`src/hdl/mste_pkg.sv`:
```
// Shared constants, types, sine table and saturation helper for the matrix stack engine.
package mste_pkg;

  localparam int FRAC_BITS    = 16;
  localparam int STACK_DEPTH  = 20;
  localparam int QUARTER_TURN = 900;
  localparam int HALF_TURN    = 1800;
  localparam int FULL_TURN    = 3600;
  localparam int TAYLOR_TERMS = 12;
  localparam logic [63:0] PI_Q30 = 64'd3373259426;

  localparam int ACC_W   = 64 - FRAC_BITS + 2;
  localparam int STK_W   = $clog2(STACK_DEPTH + 1);
  localparam int ADDR_W  = $clog2(STACK_DEPTH * 16);
  localparam int ROM_AW  = $clog2(QUARTER_TURN + 1);
  localparam logic signed [31:0] Q_ONE = 32'sd1 <<< FRAC_BITS;

  typedef enum logic [2:0] {
    REQ_SCALE     = 3'd0,
    REQ_TRANSLATE = 3'd1,
    REQ_ROTATE    = 3'd2,
    REQ_SWAP      = 3'd3,
    REQ_PUSH      = 3'd4,
    REQ_POP       = 3'd5,
    REQ_POINT     = 3'd6,
    REQ_NONE      = 3'd7
  } req_t;

  typedef enum logic [1:0] {
    STS_OK        = 2'd0,
    STS_OVERFLOW  = 2'd1,
    STS_UNDERFLOW = 2'd2,
    STS_RSVD      = 2'd3
  } sts_t;

  typedef enum logic [1:0] {
    AXIS_X    = 2'd0,
    AXIS_Y    = 2'd1,
    AXIS_Z    = 2'd2,
    AXIS_NONE = 2'd3
  } axis_t;

  // Operand and tag that travel down the row of cells.
  typedef struct packed {
    logic               vld;
    logic               xfm;
    logic               first;
    logic               last;
    logic [1:0]         row;
    logic [1:0]         kk;
    logic signed [31:0] opd;
  } link_t;

  typedef logic [FRAC_BITS:0] sine_rom_t [0:QUARTER_TURN];

  function automatic sine_rom_t build_sine();
    sine_rom_t          tab;
    logic [63:0]        x;
    logic [63:0]        x2;
    logic [63:0]        mag;
    logic [63:0]        q;
    logic signed [63:0] s;
    for (int u = 0; u <= QUARTER_TURN; u++) begin
      x   = (64'(u) * PI_Q30 + 64'(HALF_TURN / 2)) / 64'(HALF_TURN);
      x2  = (x * x) >> 30;
      mag = x;
      s   = $signed(x);
      for (int n = 1; n <= TAYLOR_TERMS; n++) begin
        mag = ((mag * x2) >> 30) / 64'((2 * n) * (2 * n + 1));
        if (n % 2 == 1) s = s - $signed(mag);
        else s = s + $signed(mag);
      end
      if (s < 0) s = 0;
      q = ($unsigned(s) + (64'd1 << (29 - FRAC_BITS))) >> (30 - FRAC_BITS);
      if (q > (64'd1 << FRAC_BITS)) q = 64'd1 << FRAC_BITS;
      tab[u] = q[FRAC_BITS:0];
    end
    return tab;
  endfunction

  localparam sine_rom_t SINE_ROM = build_sine();

  function automatic logic signed [31:0] sat32(input logic signed [ACC_W-1:0] v);
    logic signed [31:0] r;
    if ((&v[ACC_W-1:31]) || (~|v[ACC_W-1:31])) r = v[31:0];
    else if (v[ACC_W-1]) r = 32'sh8000_0000;
    else r = 32'sh7fff_ffff;
    return r;
  endfunction

endpackage

```
`src/hdl/mste_cell.sv`:
```
// One column cell: holds a matrix column, multiplies the passing operand and accumulates.
module mste_cell (
  input  logic                   clk,
  input  logic                   rst_n,
  input  logic [1:0]             col_idx,
  input  mste_pkg::link_t        link_in,
  output mste_pkg::link_t        link_out,
  input  logic                   d_load,
  input  logic [3:0][31:0]       d_col,
  input  logic                   wr_en,
  input  logic [1:0]             wr_row,
  input  logic signed [31:0]     wr_data,
  input  logic [1:0]             rd_row,
  output logic signed [31:0]     rd_data,
  output logic signed [31:0]     res_out
);

  logic signed [31:0]                  m_r [4];
  logic signed [31:0]                  d_r [4];
  logic signed [63:0]                  prod_r;
  mste_pkg::link_t                     link_r;
  mste_pkg::link_t                     pl_r;
  logic signed [mste_pkg::ACC_W-1:0]   acc_r;
  logic signed [31:0]                  res_r;

  logic [1:0]                          m_sel;
  logic signed [31:0]                  m_val;
  logic signed [31:0]                  mul_b;
  logic signed [63:0]                  rnd_h;
  logic signed [mste_pkg::ACC_W-1:0]   rnd_v;
  logic signed [mste_pkg::ACC_W-1:0]   sum;

  assign m_sel = (link_in.vld && link_in.xfm) ? link_in.kk : rd_row;
  assign m_val = m_r[m_sel];
  assign mul_b = link_in.xfm ? m_val : d_r[link_in.kk];
  assign rd_data = m_val;

  assign rnd_h = prod_r + (64'sd1 <<< (mste_pkg::FRAC_BITS - 1));
  assign rnd_v = mste_pkg::ACC_W'(rnd_h >>> mste_pkg::FRAC_BITS);
  assign sum   = (pl_r.first ? '0 : acc_r) + rnd_v;

  always_ff @(posedge clk) begin
    if (!rst_n) begin
      for (int i = 0; i < 4; i++) begin
        m_r[i] <= (2'(i) == col_idx) ? mste_pkg::Q_ONE : '0;
      end
      link_r <= '0;
      pl_r   <= '0;
    end else begin
      link_r <= link_in;
      pl_r   <= link_in;
      if (pl_r.vld && pl_r.last && !pl_r.xfm) begin
        m_r[pl_r.row] <= mste_pkg::sat32(sum);
      end
      if (wr_en) begin
        m_r[wr_row] <= wr_data;
      end
    end
  end

  always_ff @(posedge clk) begin
    if (link_in.vld) begin
      prod_r <= link_in.opd * mul_b;
    end
    if (d_load) begin
      for (int k = 0; k < 4; k++) begin
        d_r[k] <= d_col[k];
      end
    end
    if (pl_r.vld) begin
      acc_r <= sum;
      if (pl_r.last && pl_r.xfm) begin
        res_r <= mste_pkg::sat32(sum);
      end
    end
  end

  assign link_out = link_r;
  assign res_out  = res_r;

endmodule

```
`config.mk`:
```
export PLATFORM = sky130hd
export DESIGN_NAME = mste_cell
export DESIGN_NICKNAME = d
export VERILOG_FILES = /design/src/hdl/mste_pkg.sv /design/src/hdl/mste_cell.sv
export SDC_FILE = /design/constraint.sdc
export NUM_CORES = 2
export LEC_CHECK = 0
export ABC_AREA = 1
export BUFFER_PORTS_ARGS = -buffer_cell sky130_fd_sc_hd__buf_2
export CAP_MARGIN = 40
export CORE_UTILIZATION = 40
export CTS_CLUSTER_DIAMETER = 30
export CTS_CLUSTER_SIZE = 10
export DETAILED_ROUTE_END_ITERATION = 8
export HOLD_SLACK_MARGIN = 0.03
export MAX_ROUTING_LAYER = met4
export PLACE_DENSITY = 0.57
export REMOVE_ABC_BUFFERS = 1
export SLEW_MARGIN = 20
export SYNTH_ARGS = -nofsm -noshare
export SYNTH_HDL_FRONTEND = slang
export SYNTH_SLANG_ARGS = --single-unit
```
`constraint.sdc`:
```
create_clock -name clk -period 9.15 [get_ports clk]
set_input_delay 0.4575 -clock clk [delete_from_list [all_inputs] [get_ports clk]]
set_output_delay 0.4575 -clock clk [all_outputs]
set_load 0.05 [all_outputs]
```
# Word level (Yosys, flattened, before mapping)
# Memory sizes are Yosys's and may differ from the RTL's.
# Cells that the tools add are included.
# word_totals
ff_bits	186
ramBits	256
inputBits	210
output_inout_bits	104
elab_cells	57
mem_count	2
# op_classes
addsub	2
n_mul	1
eq_ne	3
mux	26
reduce_logical	13
# mem_list
name	depth	width	rd	rd_ports_with_merged_regs	wr	line	source
d_r	4	32	1	0	4	mste_cell.sv:19	logic signed [31:0] d_r [4];
m_r	4	32	1	0	4	mste_cell.sv:18	logic signed [31:0] m_r [4];
# op_table
operator	count
$mux 32	7
$mux 17	4
$add 64x17->64 const B	1
$mul 32x32->64	1
$reduce_or 32->1	2
$add 50x50->50	1
$mux 50	1
$reduce_and 19->1	1
$reduce_or 19->1	1
$mux 1	11
$mux 2	3
$eq 2x2->1 const A	2
$logic_and 1x1->1	4
$eq 1x2->1 const A	1
$logic_not 1->1	2
$logic_not 2->1	1
$reduce_and 2->1	1
$logic_or 1x1->1	1

# Depth between registers and ports, before layout
# depth
depth_word	9
depth_mapped	40

# Worst setup path after synthesis
# Ideal clock, no wire load.
# synth_timing
path_kind	input to register
from	input port link_in[39] (netlist bit)
to	register prod_r[62] (data pin)
arrival_ps	9151
slack_ps	-254
stages	32
path_buffers	2
cell_sequence	nand2_2 -> o21ai_2 -> clkbuf_1 -> o21ai_0 -> o22ai_1 -> o21ai_1 -> clkinv_1 -> clkbuf_1 -> nand2_1 -> fa_1 -> fa_1 -> fa_1 -> inv_1 -> fa_1 -> inv_1 -> fa_1 -> inv_1 -> fa_1 -> inv_1 -> fa_1 -> inv_1 -> fa_1 -> ha_1 -> a21oi_1 -> o21ai_0 -> nand2_1 -> a21oi_1 -> or3_1 -> a221oi_1 -> nand2_1 -> nand2_1 -> nand2_1
# synth_via
elab_chain_cells	5
# synth_rtl
item	line	source
start, declared	mste_cell.sv:6	input mste_pkg::link_t link_in,
$logic_and 1x1->1	mste_cell.sv:33	assign m_sel = (link_in.vld && link_in.xfm) ? link_in.kk : rd_row;
$mux 2	mste_cell.sv:33	
$mem_v2 4x32	-	
via rd_data[10]	mste_cell.sv:14	output logic signed [31:0] rd_data,
$mux 32	mste_cell.sv:35	assign mul_b = link_in.xfm ? m_val : d_r[link_in.kk];
$mul 32x32->64	mste_cell.sv:63	prod_r <= link_in.opd * mul_b;
end signal, assigned	mste_cell.sv:63	
end, declared	mste_cell.sv:20	logic signed [63:0] prod_r;
# The timed path passes the listed nets, and every way through them passes these cells.
# A chain may end at the register's enable or synchronous reset.

# Worst setup path in the final report
# layout_timing
from	input port link_in[38] (netlist bit)
to	register prod_r[54] (data pin)
# layout_via
elab_chain_cells	5
# layout_rtl
item	line
$logic_and 1x1->1	mste_cell.sv:33
$mux 2	mste_cell.sv:33
$mem_v2 4x32	-
$mux 32 (*)	mste_cell.sv:35
$mul 32x32->64 (*)	mste_cell.sv:63
# Every way passes the cells marked *; elsewhere a longest branch is shown, timed or not.

==> impl_metrics.csv <==
group,metric,value,unit
outcome,outcome,"finished, final reports clean",
floorplan,dieWidth,386.8,um
critical_path,worst_ep_arrival_time,9340,ps
critical_path,critPathSlowestCell,"fa_1",
layout,final.fill_count,13920,
timing,min_period_over_period,97.36,%
clocking,clockRootBuffer,"clkbuf_16",
critical_path,critPathRequiredTime,9580,ps
global_route,first_global_vias,52370,
timing,worstMarginPinSlew,835.0,ps
floorplan,ios,314,
timing,finClkSkew,79.81,ps
clocking,tritoncts,"built",
job,cap_violations,0,
synthesis,synth_top_area_share,36.57,%
layout,post-route-util,49.87,%
place,io_buffers,313,
clocking,cts_htree_levels,3,
critical_path,start_kind,"input port",
routing,drt_iter0_drc,4283,
synthesis,yosys-top-cells-area,"fa_1, edfxtp_1, inv_1",
clocking,clk_pin_slew_worst_paths,50,ps
place,gp_congestion,0.9783,
synthesis,synth_edf_count,387,
timing,slew_headroom,44.27,%
floorplan,core,0.1463,mm2
clocking,numCtsBuffers,105,
layout,fin_nets,9335,
floorplan,num_rows,140,
floorplan,die_h,386.8,um
floorplan,initial_core_util,40.49,%
timing,slew_violations,0,
layout,drive_gt1_share,16.54,%
clocking,worstSkewPairLatency,740,ps
routing,wire_per_inst,22.27,um
routing,postRouteAntennaNets,0,
place,hpwl,179200,um
timing,fin_crit,8909,ps
synthesis,synth-seq-area-share,20.97,%
floorplan,die_area,0.1496,mm2
global_route,grt_antenna_before_repair,14,
timing,whs,73.81,ps
routing,avgViaCountPerCell,5.119,
critical_path,cp_max_fo,16,
synthesis,synth.distinct_cells,56,
global_route,grt_pass1_wl,328300,um
synthesis,syn_area,0.05923,mm2
critical_path,path_common_cell,"fa_1",
synthesis,ys_seq_elements,427,
clocking,clock-sinks,427,
global_route,grt_use_total,30.29,%
synthesis,synth.most_common_cell,"inv_1",
synthesis,synth_common_cells,"inv_1, nand2_1, fa_1",
routing,first_pass_iters,8,
timing,setup_ws,241.1,ps
timing,max_clock_freq,112.2,MHz
min_path,min_path_type,"in -> reg",
synthesis,avgSynthCellArea,8.578,um2
critical_path,crit_type,"in -> reg",
clocking,ctsLongestPathBuffers,3,
place,placed_area,0.06768,mm2
layout,area_growth,23.16,%
place,place_ws,-97.54,ps
routing,vias,50340,
timing,finalSetupViolations,0,
critical_path,endpoint_kind,"flip-flop",
global_route,grt_max_degree,73,
synthesis,synth_area_leader_cell,"fa_1",
synthesis,synthFlopType,"edfxtp_1",
synthesis,netlist_instances,6904,
critical_path,slowest_delay,620,ps
timing,finalHoldViolations,0,
synthesis,ys_async_sr_fraction,0,%
global_route,overflow,0,
layout,finalInstanceArea,0.07294,mm2
routing,drc,0,
synthesis,synth_warnings,0,
routing,routed_wl,219000,um
## metrics by stage
stage | instances | TNS [ps]
4_1_cts | 9815 | 0
3_5_place_dp | 9484 | -248.2
5_1_grt | 9833 | -19.30
6_report | 9833 | 0
2_1_floorplan | 6636 | -60140
3_3_place_gp | 9468 | -34.66
## final cells by class
type	count	area, um2	area share (%)
Tap cell	1917	2399	3.288
Antenna cell	13	32.53	0.04460
Clock buffer	118	2676	3.669
Inverter	1543	5792	7.940
Multi-Input combinational cell	4666	40110	54.99
Clock inverter	79	1041	1.427
Sequential cell	427	12420	17.03
Timing Repair Buffer	1070	8466	11.61
## registers in the layout (all words and copies together), names as in the netlist
signal    cells
d_r         128
pl_r          6
link_out     34
res_out      32
acc_r        50
prod_r       49
m_r         128
## placed cells by master (no fill, tap or decap), drive strengths merged, types with 2 or more instances in the layout
cell         count
clkbuf         120
o21a             5
diode           13
o221a            3
dlygate4sd3    134
a32o            31
clkinv          63
edfxtp         387
a31oi           19
xnor2           36
nand3          180
bufinv          17
nand4           43
xor2            82
o22ai           30
nor2           894
a21oi          163
or2              3
o31ai            2
inv           1526
a21o             4
a211oi           3
buf            934
o21ai          293
ha             230
nor4            13
dfxtp           40
o211a            2
nand2         1479
nor3            46
fa            1082
o21bai           6
nand3b           6
clkinvlp        16
## logic make-up (layout without fill, tap and decap cells)
family	count (synthesis)	in the layout	synth area share, %
flip-flops	427	427	20.97
adder cells (fa/ha/maj)	1312	1312	41.43
buffers and inverters	1811	2810	11.70
AND/OR/NAND/NOR	2670	2670	18.81
XOR/XNOR	118	118	1.745
AO/OA/AOI/OAI	566	566	5.341
other	0	13	0
## repair_timing
item / in CTS / in global routing
gates resized for setup: 0 / 24
buffers inserted: 0 / 2
hold buffers: 134 / 0
endpoints found under the setup margin: 0 / 23
hold endpoints to repair: 134 / 0
## per-layer routing
| layer | global-route usage [%] | vias up | wire [um] |
|---|---|---|---|
| li1 | - | 22580 | - |
| met1 | 39.64 | 25010 | 90750 |
| met2 | 46.84 | 2292 | 99810 |
| met3 | 5.062 | 450 | 18230 |
| met4 | 12.23 | 0 | 10190 |
| met5 | - | - | 0 |
## critical path, delay by kind of cell
family	cells	cell delay, ps
AND/OR/NAND/NOR	10	970
adder cells (fa/ha/maj)	9	4520
AO/OA/AOI/OAI	7	1240
buffers and inverters	11	2070
## final timing paths
check        slack, ps  cells after the start                 from                   end
max                240                     37          link_in[38]  prod_r[54]$_DFFE_PP_
min                 70                      3          wr_data[16]  m_r[3][16]$_DFFE_PP_
max reg2reg        920                     30  m_r[3][5]$_DFFE_PP_  prod_r[54]$_DFFE_PP_
min reg2reg        630                      0  pl_r[39]$_SDFF_PN0_   acc_r[49]$_DFFE_PP_
Power is left out: the tool's default activity adds up to more than one toggle a clock period on the data nets, which glitch-free logic cannot reach.
